===== src/rtl/core/wvp_pkg.sv =====
// ----------------------------------------------------------------------------
// wvp_pkg
// Types and constants shared by the WAV header parser modules.
// ----------------------------------------------------------------------------
package wvp_pkg;

    localparam logic [31:0] TAG_RIFF  = 32'h4646_4952;
    localparam logic [31:0] TAG_WAVE  = 32'h4556_4157;
    localparam logic [31:0] TAG_FMT   = 32'h2074_6D66;
    localparam logic [31:0] TAG_DATA  = 32'h6174_6164;
    localparam logic [31:0] FMT_SIZE  = 32'd16;
    localparam logic [15:0] PCM_FMT   = 16'd1;
    localparam logic [15:0] BITS_8    = 16'd8;

    // byte positions of the last byte of each checked header field
    localparam logic [5:0] POS_RIFF_ID    = 6'd3;
    localparam logic [5:0] POS_CHUNK_SIZE = 6'd7;
    localparam logic [5:0] POS_WAVE_ID    = 6'd11;
    localparam logic [5:0] POS_FMT_ID     = 6'd15;
    localparam logic [5:0] POS_FMT_SIZE   = 6'd19;
    localparam logic [5:0] POS_AUDIO_FMT  = 6'd21;
    localparam logic [5:0] POS_CHANNELS   = 6'd23;
    localparam logic [5:0] POS_RATE       = 6'd27;
    localparam logic [5:0] POS_BYTE_RATE  = 6'd31;
    localparam logic [5:0] POS_ALIGN      = 6'd33;
    localparam logic [5:0] POS_BITS       = 6'd35;
    localparam logic [5:0] POS_DATA_ID    = 6'd39;
    localparam logic [5:0] POS_DATA_SIZE  = 6'd43;

    typedef enum logic [1:0] {
        PH_IDLE   = 2'd0,
        PH_HEADER = 2'd1,
        PH_DATA   = 2'd2
    } phase_t;

    typedef enum logic [1:0] {
        KIND_HEADER = 2'd0,
        KIND_SAMPLE = 2'd1,
        KIND_ERROR  = 2'd2
    } kind_t;

    typedef enum logic [3:0] {
        ERR_RIFF_ID    = 4'd0,
        ERR_CHUNK_SIZE = 4'd1,
        ERR_WAVE_ID    = 4'd2,
        ERR_FMT_ID     = 4'd3,
        ERR_FMT_SIZE   = 4'd4,
        ERR_AUDIO_FMT  = 4'd5,
        ERR_CHANNELS   = 4'd6,
        ERR_RATE       = 4'd7,
        ERR_BYTE_RATE  = 4'd8,
        ERR_ALIGN      = 4'd9,
        ERR_BITS       = 4'd10,
        ERR_DATA_ID    = 4'd11,
        ERR_DATA_SIZE  = 4'd12
    } err_t;

    typedef struct packed {
        logic [7:0] data_byte;
        logic       file_start;
    } in_item_t;

    typedef struct packed {
        logic [1:0]         result_kind;
        logic signed [15:0] sample_value;
        logic [3:0]         error_code;
        logic [1:0]         channel_count;
        logic [30:0]        rate_hz;
        logic [15:0]        sample_bits;
        logic [30:0]        payload_bytes;
        logic               last_sample;
    } out_item_t;

endpackage


===== src/rtl/core/wvp_parse.sv =====
// ----------------------------------------------------------------------------
// wvp_parse
// Parser state and per-byte update: header checks, report and sample decode.
// ----------------------------------------------------------------------------
module wvp_parse
    import wvp_pkg::*;
(
    input  logic      clk,
    input  logic      rst_n,
    input  logic      step,
    input  in_item_t  item,
    output logic      res_valid,
    output out_item_t res
);

    phase_t      phase_reg, phase_next;
    logic [5:0]  pos_reg, pos_next;
    logic [31:0] acc_reg, acc_next;
    logic [1:0]  ch_reg, ch_next;
    logic [30:0] rate_reg, rate_next;
    logic [15:0] bits_reg, bits_next;
    logic [30:0] remain_reg, remain_next;
    logic [8:0]  pend_reg, pend_next;

    phase_t      phase_v;
    logic [5:0]  pos_v;
    logic [8:0]  pend_v;
    logic [31:0] acc_new;
    logic [15:0] half;
    logic        chk_err;
    err_t        chk_code;
    logic [32:0] min_byte_rate;
    logic [17:0] ch_bits;
    logic [30:0] remain_dec;
    logic [30:0] size_even;

    assign phase_v = item.file_start ? PH_HEADER : phase_reg;
    assign pos_v   = item.file_start ? 6'd0 : pos_reg;
    assign pend_v  = item.file_start ? 9'd0 : pend_reg;
    assign acc_new = {item.data_byte, acc_reg[31:8]};
    assign half    = acc_new[31:16];
    assign ch_bits = {16'd0, ch_reg} * {2'd0, bits_reg};

    always_comb
    begin
        case (ch_reg)
            2'd1:    min_byte_rate = {2'b00, rate_reg};
            2'd2:    min_byte_rate = {1'b0, rate_reg, 1'b0};
            default: min_byte_rate = '0;
        endcase
    end

    // one check per field, made on its last byte
    always_comb
    begin
        chk_err  = 1'b0;
        chk_code = ERR_RIFF_ID;
        case (pos_v)
            POS_RIFF_ID:
            begin
                chk_err  = (acc_new != TAG_RIFF);
                chk_code = ERR_RIFF_ID;
            end
            POS_CHUNK_SIZE:
            begin
                chk_err  = acc_new[31] || (acc_new < 32'd8);
                chk_code = ERR_CHUNK_SIZE;
            end
            POS_WAVE_ID:
            begin
                chk_err  = (acc_new != TAG_WAVE);
                chk_code = ERR_WAVE_ID;
            end
            POS_FMT_ID:
            begin
                chk_err  = (acc_new != TAG_FMT);
                chk_code = ERR_FMT_ID;
            end
            POS_FMT_SIZE:
            begin
                chk_err  = (acc_new != FMT_SIZE);
                chk_code = ERR_FMT_SIZE;
            end
            POS_AUDIO_FMT:
            begin
                chk_err  = (half != PCM_FMT);
                chk_code = ERR_AUDIO_FMT;
            end
            POS_CHANNELS:
            begin
                chk_err  = (half != 16'd1) && (half != 16'd2);
                chk_code = ERR_CHANNELS;
            end
            POS_RATE:
            begin
                chk_err  = (acc_new == 32'd0) || acc_new[31];
                chk_code = ERR_RATE;
            end
            POS_BYTE_RATE:
            begin
                chk_err  = acc_new[31] || ({1'b0, acc_new} < min_byte_rate);
                chk_code = ERR_BYTE_RATE;
            end
            POS_ALIGN:
            begin
                chk_err  = (half < {14'd0, ch_reg});
                chk_code = ERR_ALIGN;
            end
            POS_BITS:
            begin
                chk_err  = (half[15:3] > 13'd2);
                chk_code = ERR_BITS;
            end
            POS_DATA_ID:
            begin
                chk_err  = (acc_new != TAG_DATA);
                chk_code = ERR_DATA_ID;
            end
            POS_DATA_SIZE:
            begin
                chk_err  = acc_new[31] || (acc_new < {17'd0, ch_bits[17:3]});
                chk_code = ERR_DATA_SIZE;
            end
            default:
            begin
                chk_err  = 1'b0;
                chk_code = ERR_RIFF_ID;
            end
        endcase
    end

    assign size_even  = (bits_reg == BITS_8) ? acc_new[30:0] : {acc_new[30:1], 1'b0};
    assign remain_dec = (bits_reg == BITS_8) ? (remain_reg - 31'd1) : (remain_reg - 31'd2);

    always_comb
    begin
        phase_next  = phase_reg;
        pos_next    = pos_reg;
        acc_next    = acc_reg;
        ch_next     = ch_reg;
        rate_next   = rate_reg;
        bits_next   = bits_reg;
        remain_next = remain_reg;
        pend_next   = pend_reg;
        res_valid   = 1'b0;
        res         = '0;
        if (step)
        begin
            phase_next = phase_v;
            pos_next   = pos_v;
            pend_next  = pend_v;
            case (phase_v)
                PH_HEADER:
                begin
                    acc_next = acc_new;
                    if (chk_err)
                    begin
                        res_valid       = 1'b1;
                        res.result_kind = KIND_ERROR;
                        res.error_code  = chk_code;
                        phase_next      = PH_IDLE;
                    end
                    else
                    begin
                        if (pos_v == POS_CHANNELS)
                            ch_next = half[1:0];
                        if (pos_v == POS_RATE)
                            rate_next = acc_new[30:0];
                        if (pos_v == POS_BITS)
                            bits_next = half;
                        if (pos_v == POS_DATA_SIZE)
                        begin
                            res_valid         = 1'b1;
                            res.result_kind   = KIND_HEADER;
                            res.channel_count = ch_reg;
                            res.rate_hz       = rate_reg;
                            res.sample_bits   = bits_reg;
                            res.payload_bytes = acc_new[30:0];
                            remain_next       = size_even;
                            pend_next         = '0;
                            phase_next        = (size_even != '0) ? PH_DATA : PH_IDLE;
                        end
                        else
                            pos_next = pos_v + 6'd1;
                    end
                end
                PH_DATA:
                begin
                    if ((bits_reg != BITS_8) && !pend_v[8])
                        pend_next = {1'b1, item.data_byte};
                    else
                    begin
                        res_valid        = 1'b1;
                        res.result_kind  = KIND_SAMPLE;
                        res.sample_value = (bits_reg == BITS_8) ?
                                           {8'd0, item.data_byte} :
                                           {item.data_byte, pend_v[7:0]};
                        remain_next      = remain_dec;
                        pend_next        = '0;
                        if (remain_dec == '0)
                        begin
                            res.last_sample = 1'b1;
                            phase_next      = PH_IDLE;
                        end
                    end
                end
                default:
                begin
                    phase_next = phase_v;
                end
            endcase
        end
    end

    always_ff @(posedge clk or negedge rst_n)
    begin
        if (!rst_n)
        begin
            phase_reg  <= PH_IDLE;
            pos_reg    <= '0;
            acc_reg    <= '0;
            ch_reg     <= '0;
            rate_reg   <= '0;
            bits_reg   <= '0;
            remain_reg <= '0;
            pend_reg   <= '0;
        end
        else
        begin
            phase_reg  <= phase_next;
            pos_reg    <= pos_next;
            acc_reg    <= acc_next;
            ch_reg     <= ch_next;
            rate_reg   <= rate_next;
            bits_reg   <= bits_next;
            remain_reg <= remain_next;
            pend_reg   <= pend_next;
        end
    end

endmodule


===== src/rtl/core/wav_header_parser.sv =====
// ----------------------------------------------------------------------------
// wav_header_parser
// WAV RIFF/PCM header checker and sample extractor, one byte per request.
//
//   channel   direction  handshake                    payload
//   item      in         item_valid / item_ready      in_item_t  (byte, start)
//   result    out        result_valid / result_ready  out_item_t (report,
//                                                     sample or error)
//
// One byte per cycle when result_ready stays high; each byte passes the
// input register, then parse logic into the result register.
// Throughput is set by the single parse stage between those registers.
// Reset clears all parser state; the parser idles until a start byte.
// A stalled result holds the parse stage; the input register takes one more.
// ----------------------------------------------------------------------------
module wav_header_parser
    import wvp_pkg::*;
(
    input  logic      clk,
    input  logic      rst_n,
    input  logic      item_valid,
    output logic      item_ready,
    input  in_item_t  item,
    output logic      result_valid,
    input  logic      result_ready,
    output out_item_t result
);

    logic      in_vld_reg, in_vld_next;
    in_item_t  in_item_reg;
    logic      out_vld_reg, out_vld_next;
    out_item_t out_item_reg;
    logic      advance;
    logic      res_valid;
    out_item_t res;

    assign advance    = in_vld_reg && (!out_vld_reg || result_ready);
    assign item_ready = !in_vld_reg || advance;

    wvp_parse u_parse (
        .clk       (clk),
        .rst_n     (rst_n),
        .step      (advance),
        .item      (in_item_reg),
        .res_valid (res_valid),
        .res       (res)
    );

    always_comb
    begin
        in_vld_next = in_vld_reg;
        if (item_ready)
            in_vld_next = item_valid;
        out_vld_next = out_vld_reg;
        if (advance && res_valid)
            out_vld_next = 1'b1;
        else if (result_ready)
            out_vld_next = 1'b0;
    end

    always_ff @(posedge clk or negedge rst_n)
    begin
        if (!rst_n)
        begin
            in_vld_reg  <= 1'b0;
            out_vld_reg <= 1'b0;
        end
        else
        begin
            in_vld_reg  <= in_vld_next;
            out_vld_reg <= out_vld_next;
        end
    end

    always_ff @(posedge clk)
    begin
        if (item_ready && item_valid)
            in_item_reg <= item;
        if (advance && res_valid)
            out_item_reg <= res;
    end

    assign result_valid = out_vld_reg;
    assign result       = out_item_reg;

endmodule

===== config.mk =====
export PLATFORM = sky130hd
export DESIGN_NAME = wav_header_parser
export DESIGN_NICKNAME = d
export VERILOG_FILES = /design/src/rtl/core/wvp_pkg.sv /design/src/rtl/core/wvp_parse.sv /design/src/rtl/core/wav_header_parser.sv
export SDC_FILE = /design/constraint.sdc
export NUM_CORES = 1
export LEC_CHECK = 0
export BUFFER_PORTS_ARGS = -buffer_cell sky130_fd_sc_hd__buf_2
export CAP_MARGIN = 10
export CORE_ASPECT_RATIO = 1.5
export CORE_MARGIN = 2
export CORE_UTILIZATION = 55
export CTS_BUF_LIST = sky130_fd_sc_hd__clkbuf_4
export DETAILED_ROUTE_END_ITERATION = 16
export PLACE_DENSITY = 0.74
export SLEW_MARGIN = 0
export SYNTH_ARGS = -nofsm -noshare
export SYNTH_HDL_FRONTEND = slang
export SYNTH_SLANG_ARGS = --single-unit

===== constraint.sdc =====
create_clock -name clk -period 13.6 [get_ports clk]
set_input_delay 2.72 -clock clk [delete_from_list [all_inputs] [get_ports clk]]
set_output_delay 2.72 -clock clk [all_outputs]
set_load 0.02 [all_outputs]

==> impl_metrics.ini, run 1 <==
[run_status]
status = finished, final reports clean

[finish]
layout_common_cells = 123 x dfrtp_1, 118 x and2_1, 116 x buf_2, 112 x edfxtp_1, 100 x nand2_1
largest_register_ff_count = 103
final_util_pct = 61.95
areaGrowthSynthToFinish_pct = 11.66
nNetsFinal = 1507
final_common_cell = dfrtp_1
drive_gt1_share_pct = 20.00

[logic_synthesis]
synth.distinct_cells = 79
synth_xor_area_share_pct = 1.241
yosys.area_share.simple_pct = 22.47
synthFlopType = dfrtp_1
yosys_warnings = 0
synth_nets = 1397
syn_area_um2 = 13410
synth_edf_count = 112
async_reset_ff_share_pct = 52.34
synth_adder_area_share_pct = 6.437
postSynthCellCount = 1315
avgSynthCellArea_um2 = 10.20
ys_seq_area_share_pct = 48.03
muxShareOfSynthArea_pct = 3.890
synth_compound_area_share_pct = 14.41
synth_seq_cells = 235
synth_top_family_by_area = simple AND/OR/NAND/NOR gates

[cts]
clkLatencyLatePin_ps = 750
cts_resized = 0
post_cts_buffers = 0
h-tree-depth = 2
clk_pin_slew_ps = 70
cts_buffers = 55
cts_buffer_depth = 3
hold_buffers = 0
cts_tree = done
cts_root_buf = clkbuf_4
cts.sinks = 235

[global_routing]
grt_max_degree = 83
grt_pass1_wl_um = 58350
antenna_found_initial = 1
grt_pass1_vias = 10847
grt.total_usage_pct = 28.76
grt-ovfl-total = 0

[power]
power_density_nw_per_um2 = 132.5
ir_drop_mv = 0.06010
leakagePower_nw = 6.417

[route]
antenna_left = 0
wl_um = 36370
route.detailed.drc = 0
drtPass1Iterations = 7
vias = 10933
wire_per_inst_um = 20.26
drt_iter0_drc = 818
via_per_inst = 6.091

[timing]
min_period_over_period_pct = 53.20
fin_tns_setup_ps = 0
tightest_slew_ps = 1116
fin_worst_skew_ps = 71.98
min_period_ps = 7235
fmax_ghz = 0.1382
slew_viol_final = 0
hold_viol_final = 0
relSlewSlack_pct = 25.20
setup_viol = 0
rsz0062_at_grt = no

[place]
place.gp.congestion = 0.9481
place_hpwl_um = 25020
portBuffers = 117

[floorplan]
initial_core_util_pct = 55.48
ios = 118
rows = 70
core_area_um2 = 24170
fp.dieArea_um2 = 25680
fp.dieW_um = 131.5
die_y_um = 195.3

[run]
max_cap_viol_count = 0

[critical_path]
path_class = register to register
cp.arrival_ps = 7550
crit_fanout = 66
cp.required_ps = 13920
critPathCaptureType = register
startpoint_type = register

[worst_hold_path]
hold_path_class = register to register
[per-layer routing]
layer | global-route usage (%) | routed length, um | vias up
li1 | - | - | 5106
met1 | 33.51 | 13810 | 5299
met2 | 50.79 | 18470 | 407
met3 | 4.751 | 2272 | 121
met4 | 15.18 | 1814 | 0
met5 | 0 | 0 | -
[synthesized netlist by cell type, drive strengths merged (31+ instances only)]
cell,count,area [um2]
inv,41,153.9
ha,69,863.3
edfxtp,112,3363
nand2,100,375.4
nor2,75,281.5
o21ai,62,310.3
mux2,38,431.7
nor3,43,220.2
dfrtp,123,3078
nand3,36,180.2
and2,120,750.7
a21oi,42,210.2
clkbuf,72,271.5
a22oi,31,232.7
[layout make-up]
class	instances	area, um2
antenna	1	2.502
clock buffer	82	615.6
multi-input combinational	957	6531
timing repair buffer	135	723.2
clock inverter	20	102.6
sequential	235	6441
inverter	41	153.9
fill	2079	9198
tap	324	405.4
[critical path, cell delays in order (launching register included)]
cell	delay, ps
dfrtp_1	580
and2_1	290
ha_1	310
and4_1	150
o31a_1	300
o211a_1	260
o41ai_1	420
a21boi_0	180
o21a_1	220
o211ai_1	210
o21ai_0	150
ha_1	320
and4b_1	220
nand4_1	110
a21oi_1	50
a2111oi_0	630
a211oi_1	240
o21a_1	230
and2_0	330
a31oi_4	400
buf_4	490
buf_4	680
[where the power goes]
part           internal (W)  total (W)  switching (W)
clock              0.000295   0.000577       0.000282
combinational      0.000180   0.000442       0.000262
sequential         0.000803   0.000965       0.000162
total               0.00128    0.00198       0.000707
[worst paths after layout]
kind | cells after the start | slack, ps | startpoint | to
hold / removal | 1 | 470 | u_parse.pend_reg[8]$_DFFE_PN0P_ | u_parse.pend_reg[8]$_DFFE_PN0P_
max in group asynchronous | 2 | 10150 | rst_n | u_parse.pend_reg[3]$_DFFE_PN0P_
setup / recovery | 21 | 6370 | u_parse.ch_reg[1]$_DFFE_PN0P_ | result[40]$_SDFFCE_PP0P_
hold reg to reg | 1 | 470 | u_parse.pend_reg[8]$_DFFE_PN0P_ | u_parse.pend_reg[8]$_DFFE_PN0P_
min in group asynchronous | 1 | 2060 | rst_n | u_parse.remain_reg[9]$_DFFE_PN0P_
setup reg to reg | 21 | 6370 | u_parse.ch_reg[1]$_DFFE_PN0P_ | result[40]$_SDFFCE_PP0P_
[logic make-up after synthesis]
family | count (synthesis)
DFF | 235
buffers and inverters | 123
adders and majority gates | 69
xor gates and xnor gates | 19
muxes | 47
AOI/OAI and AO/OA | 277
and+or+nand+nor | 545
[per-stage QoR]
stage / cells / worst slack [ps] / power (W) / hold slack [ps] / cell area [um2]
finish: 1795 / 6365 / 0.001985 / 469.7 / 14980
global route: 1795 / 5868 / 0.002096 / 498.2 / 14980
CTS: 1794 / 6422 / 0.001990 / 472.9 / 14970
detailed placement: 1692 / 6480 / 0.001411 / 457.0 / 14250
global placement: 1692 / 6617 / 0.001395 / 453.7 / 14250
floorplan: 1315 / 3598 / 0.001226 / 441.9 / 13410
No activity file was read; power rests on OpenSTA's default activity.
==> run 2, diff against run 1 <==
==> constraint.sdc (replaced) <==
create_clock -name clk -period 6.9 [get_ports clk]
set_input_delay 1.38 -clock clk [delete_from_list [all_inputs] [get_ports clk]]
set_output_delay 1.38 -clock clk [all_outputs]
set_load 0.02 [all_outputs]
==> run 2 against run 1 <==
  * Highest routed layer unchanged
  * Largest cell class unchanged
  * Clock skew decreased by 13 ps
  * Register-to-register slack lost 5700 ps
  * Cell count increased by 0.39%
  * Setup slack worse by 5700 ps
  * Sequential share of layout area is 0.21 points lower
==> impl_metrics.ini, run 2 (synthesized netlist as in run 1, its figures left out) <==
[critical_path]
critPathSlowestCell = a31oi_4
r2r-start = u_parse.ch_reg[1]$_DFFE_PN0P_
r2r_setup_slack_ps = 700
reg2reg_depth = 20
slowest_delay_ps = 590
critPathCaptureType = register
cp.arrival_ps = 6570
crit_family = compound AO/OA/AOI/OAI gates
path_class = register to register
crit_fanout = 50
crit_chain = and2_1, ha_1, and4_1, o31a_1, o211a_1, o41ai_1, a21boi_0, o21a_1, o211ai_1, o21ai_0, ha_1, and4b_1, nand4_1, a21oi_1, a2111oi_0, a211oi_1, o21a_1, and2_0, a31oi_4, buf_12
cp.required_ps = 7260
r2r_end = result[80]$_SDFFCE_PP0P_
startpoint_type = register
path_buf_inv = 1

[floorplan]
ios = 118
rows = 70
die_y_um = 195.3
initial_core_util_pct = 55.48
core_area_um2 = 24170
fp.dieW_um = 131.5
fp.dieArea_um2 = 25680

[global_routing]
grt.total_usage_pct = 28.69
grt_pass1_vias = 10981
grt-ovfl-total = 0
grt_pass1_wl_um = 57950
grt_max_degree = 79
antenna_found_initial = 1

[route]
wire_per_inst_um = 20.31
via_per_inst = 6.134
vias = 11054
route.detailed.drc = 0
antenna_left = 0
drt_iter0_drc = 880
drtPass1Iterations = 5
wl_um = 36590

[timing]
tightest_slew_ps = 1030
relSlewSlack_pct = 31.33
slew_viol_final = 0
min_period_over_period_pct = 89.92
fin_worst_skew_ps = 59.12
hold_viol_final = 0
rsz0062_at_grt = no
fin_tns_setup_ps = 0
setup_viol = 0
min_period_ps = 6204
fmax_ghz = 0.1612

[finish]
areaGrowthSynthToFinish_pct = 12.20
layout_common_cells = 123 x dfrtp_1, 118 x and2_1, 116 x buf_2, 112 x edfxtp_1, 100 x nand2_1
nNetsFinal = 1513
largest_register_ff_count = 103
final_util_pct = 62.25
drive_gt1_share_pct = 20.38
final_common_cell = dfrtp_1
fillers = 2083

[cts]
cts_buffers = 54
clk_pin_slew_ps = 60
clkLatencyLatePin_ps = 740
cts_buffer_depth = 3
cts.sinks = 235
h-tree-depth = 2
cts_resized = 0
cts_tree = done
cts_root_buf = clkbuf_4
post_cts_buffers = 0
hold_buffers = 0

[power]
leakagePower_nw = 6.464
power_density_nw_per_um2 = 260.9
ir_drop_mv = 0.1250
power.total_w = 0.003926

[place]
place_hpwl_um = 25520
place.gp.congestion = 0.9508
portBuffers = 117

[worst_hold_path]
whs_path_depth = 1
hold_path_class = register to register
min_to = u_parse.pend_reg[1]$_DFFE_PN0P_
min-delay-start = u_parse.pend_reg[1]$_DFFE_PN0P_

[run_status]
status = finished, final reports clean

[run]
max_cap_viol_count = 0
[run 2: changes by cell type in the layout (fill, tap and decap cells not counted)]
cell       delta
inv_2         +2
clkbuf_4      -6
clkinv_2      +3
buf_12        +1
bufinv_16     +1
buf_4         +6
[run 2: area by class of cell]
| class | count | area (um2) | area share, % |
|---|---|---|---|
| diodes | 1 | 2.502 | 0.01663 |
| clock inverters | 26 | 155.1 | 1.031 |
| repair buffers | 142 | 788.3 | 5.238 |
| inverters | 41 | 153.9 | 1.023 |
| clock buffers | 76 | 570.5 | 3.791 |
| flip-flops and latches | 235 | 6441 | 42.80 |
| multi-input cells | 957 | 6531 | 43.40 |
| well taps | 324 | 405.4 | 2.694 |
[run 2: worst max-delay path by stage]
stage,startpoint,end,slack [ps],cells after the start
floorplan,u_parse.ch_reg[1]$_DFFE_PN0P_,result[0]$_SDFFCE_PP0P_,460,20
global placement,u_parse.ch_reg[1]$_DFFE_PN0P_,result[61]$_SDFFCE_PP0P_,900,20
detailed placement,u_parse.ch_reg[1]$_DFFE_PN0P_,result[61]$_SDFFCE_PP0P_,800,20
CTS,u_parse.ch_reg[1]$_DFFE_PN0P_,result[1]$_SDFFCE_PP0P_,740,20
global route,u_parse.ch_reg[1]$_DFFE_PN0P_,result[17]$_SDFFCE_PP0P_,280,20
finish,u_parse.ch_reg[1]$_DFFE_PN0P_,result[80]$_SDFFCE_PP0P_,700,20
[run 2: metal layers]
metal | track usage (%) | share of wire, % | up-vias
met1 | 33.71 | 38 | 5410
li1 | - | - | 5122
met5 | 0 | 0 | -
met3 | 4.024 | 5.1 | 122
met2 | 50.84 | 52 | 400
met4 | 15.26 | 4.9 | 0
[run 2: worst reg2reg max path, stage by stage, from the launching register on]
cell       delay, ps
dfrtp_1          550
and2_1           290
ha_1             320
and4_1           170
o31a_1           290
o211a_1          250
o41ai_1          390
a21boi_0         180
o21a_1           220
o211ai_1         220
o21ai_0          130
ha_1             300
and4b_1          210
nand4_1          120
a21oi_1           50
a2111oi_0        510
a211oi_1         210
o21a_1           220
and2_0           320
a31oi_4          590
buf_12           330
[run 2: per-stage QoR]
stage | setup WS [ps] | area (um2) | std cells | hold WS (ps)
after floorplan | 456.7 | 13430 | 1315 | 441.9
after global placement | 898.7 | 14320 | 1699 | 457.3
after detailed placement | 798.5 | 14320 | 1699 | 475.0
after CTS | 743.9 | 15050 | 1801 | 490.0
after global routing | 282.4 | 15050 | 1802 | 512.8
final | 695.8 | 15050 | 1802 | 497.6
[run 2: power breakdown]
group | switching [W] | total [W] | internal, W
combinational | 0.000521 | 0.000878 | 0.000356
sequential | 0.000322 | 0.00190 | 0.00158
clock | 0.000556 | 0.00114 | 0.000588
==> run 3, diff against run 2 <==
--- a/config.mk
+++ b/config.mk
@@ -7,12 +7,15 @@
 export LEC_CHECK = 0
 export BUFFER_PORTS_ARGS = -buffer_cell sky130_fd_sc_hd__buf_2
 export CAP_MARGIN = 10
+export CELL_PAD_IN_SITES_DETAIL_PLACEMENT = 0
+export CELL_PAD_IN_SITES_GLOBAL_PLACEMENT = 1
 export CORE_ASPECT_RATIO = 1.5
 export CORE_MARGIN = 2
-export CORE_UTILIZATION = 55
+export CORE_UTILIZATION = 49
 export CTS_BUF_LIST = sky130_fd_sc_hd__clkbuf_4
+export CTS_CLUSTER_SIZE = 40
 export DETAILED_ROUTE_END_ITERATION = 16
-export PLACE_DENSITY = 0.74
+export PLACE_DENSITY_LB_ADDON = 0.1
 export SLEW_MARGIN = 0
 export SYNTH_ARGS = -nofsm -noshare
 export SYNTH_HDL_FRONTEND = slang
==> run 3 against run 2 <==
  * Global-route usage shrank 1.8 points
  * Clock power is 4% higher
  * Combinational power up 0.8%
  * Wire length up 6.3%
  * Die area is 12% higher
  * Setup slack worse by 200 ps
  * Clock-buffer cell count up 8
  * Register-to-register slack lost 200 ps
  * Cell area increased by 0.34%
  * Sequential share of layout area fell by 0.15 points
  * Sequential power about the same
  * Critical path type unchanged
==> impl_metrics.ini, run 3 (synthesized netlist as in run 1, its figures left out) <==
[run]
max_cap_viol_count = 0

[timing]
fin_worst_skew_ps = 66.37
tightest_slew_ps = 1146
fin_tns_setup_ps = 0
hold_viol_final = 0
fmax_ghz = 0.1561
setup_viol = 0
relSlewSlack_pct = 23.21
min_period_over_period_pct = 92.86
rsz0062_at_grt = no
slew_viol_final = 0
min_period_ps = 6407

[place]
place.gp.congestion = 0.9093
post-place-cells = 1714
place_hpwl_um = 26760
portBuffers = 117

[global_routing]
grt_pass1_wl_um = 60080
grt_pass1_vias = 10735
grt_use_met1_pct = 32.11
grt_max_degree = 83
grt.total_usage_pct = 26.93
busiest_layer = met2
grtUsageMet3_pct = 4.152
gr-usage-met2_pct = 47.50
antenna_found_initial = 1
grt-ovfl-total = 0

[cts]
cts_buffer_depth = 3
cts_buffers = 58
clk_pin_slew_ps = 80
cts_root_buf = clkbuf_4
cts.sinks = 235
post_cts_buffers = 0
cts_tree = done
h-tree-depth = 2
clkLatencyLatePin_ps = 760
hold_buffers = 0
cts_resized = 0

[worst_hold_path]
hold_path_class = register to register
min-delay-start = u_parse.pend_reg[8]$_DFFE_PN0P_

[run_status]
status = finished, final reports clean

[finish]
layout_common_cells = 123 x dfrtp_1, 118 x and2_1, 116 x buf_2, 112 x edfxtp_1, 100 x nand2_1
drive_gt1_share_pct = 20.85
largest_register_ff_count = 103
areaGrowthSynthToFinish_pct = 12.59
stdcell_count = 1825
final_util_pct = 55.66
nNetsFinal = 1514
final_common_cell = dfrtp_1

[power]
power_density_nw_per_um2 = 264.3
leakagePower_nw = 6.486
ir_drop_mv = 0.1808

[critical_path]
cp.required_ps = 7490
crit_fanout = 19
cp.arrival_ps = 7000
critPathCaptureType = register
startpoint_type = register
path_class = register to register
startpoint = u_parse.ch_reg[1]$_DFFE_PN0P_
r2r-start = u_parse.ch_reg[1]$_DFFE_PN0P_

[floorplan]
rows = 74
die_y_um = 206.6
ios = 118
initial_core_util_pct = 49.44
fp.dieArea_um2 = 28740
fp.dieW_um = 139.1
core_area_um2 = 27130

[route]
route.detailed.drc = 0
vias = 10866
wire_per_inst_um = 21.32
drtPass1Iterations = 7
antenna_left = 0
drt_iter0_drc = 651
wl_um = 38900
via_per_inst = 5.954
run 3: worst paths after layout:
| kind | slack (ps) | cells past startpoint | to |
|---|---|---|---|
| hold / removal | 480 | 1 | u_parse.pend_reg[8]$_DFFE_PN0P_ |
| hold reg to reg | 480 | 1 | u_parse.pend_reg[8]$_DFFE_PN0P_ |
| min in group asynchronous | 790 | 1 | u_parse.acc_reg[19]$_DFFE_PN0P_ |
| max in group asynchronous | 4730 | 2 | u_parse.pend_reg[6]$_DFFE_PN0P_ |
| setup / recovery | 490 | 20 | u_parse.bits_reg[3]$_DFFE_PN0P_ |
| setup reg to reg | 490 | 20 | u_parse.bits_reg[3]$_DFFE_PN0P_ |
run 3: layout make-up:
class                           instances  area [um2]
Antenna cell                            1       2.502
Timing Repair Buffer                  139       778.2
Fill cell                            2461       12030
Sequential cell                       235        6441
Multi-Input combinational cell        957        6531
Clock inverter                         26       133.9
Inverter                               41       153.9
Tap cell                              342       427.9
Clock buffer                           84       630.6
run 3: routing by layer:
| metal | vias up | share of wire [%] |
|---|---|---|
| met5 | - | 0 |
| met4 | 0 | 4.4 |
| met3 | 103 | 4.5 |
| met2 | 290 | 51 |
| met1 | 5334 | 40 |
| li1 | 5139 | - |
run 3: per-stage QoR:
stage	setup WS [ps]	area [um2]	hold slack, ps	power (W)
CTS	486.1	15100	475.9	0.004023
global placement	702.4	14330	456.6	0.002810
global route	7.224	15100	508.3	0.004220
floorplan	456.7	13430	441.9	0.002411
detailed placement	519.5	14330	459.7	0.002821
finish	492.9	15100	476.5	0.003990
run 3: worst max-delay path, cell delays in order, from the launching register on:
cell	delay, ps
dfrtp_1	570
and2_1	290
ha_1	310
and4_1	150
o31a_1	290
o211a_1	260
o41ai_1	420
a21boi_0	180
o21a_1	220
o211ai_1	210
o21ai_0	130
ha_1	300
and4b_1	210
nand4_1	120
a21oi_1	150
a2111oi_0	100
a211oi_1	430
o21a_1	320
nand2_1	220
nor3_2	970
mux2_2	430
run 3: where the power goes:
group	switching, W	total (W)	internal, W
registers	0.000332	0.00191	0.00158
logic	0.000527	0.000885	0.000359
clock network	0.000589	0.00119	0.000602
total	0.00145	0.00399	0.00254
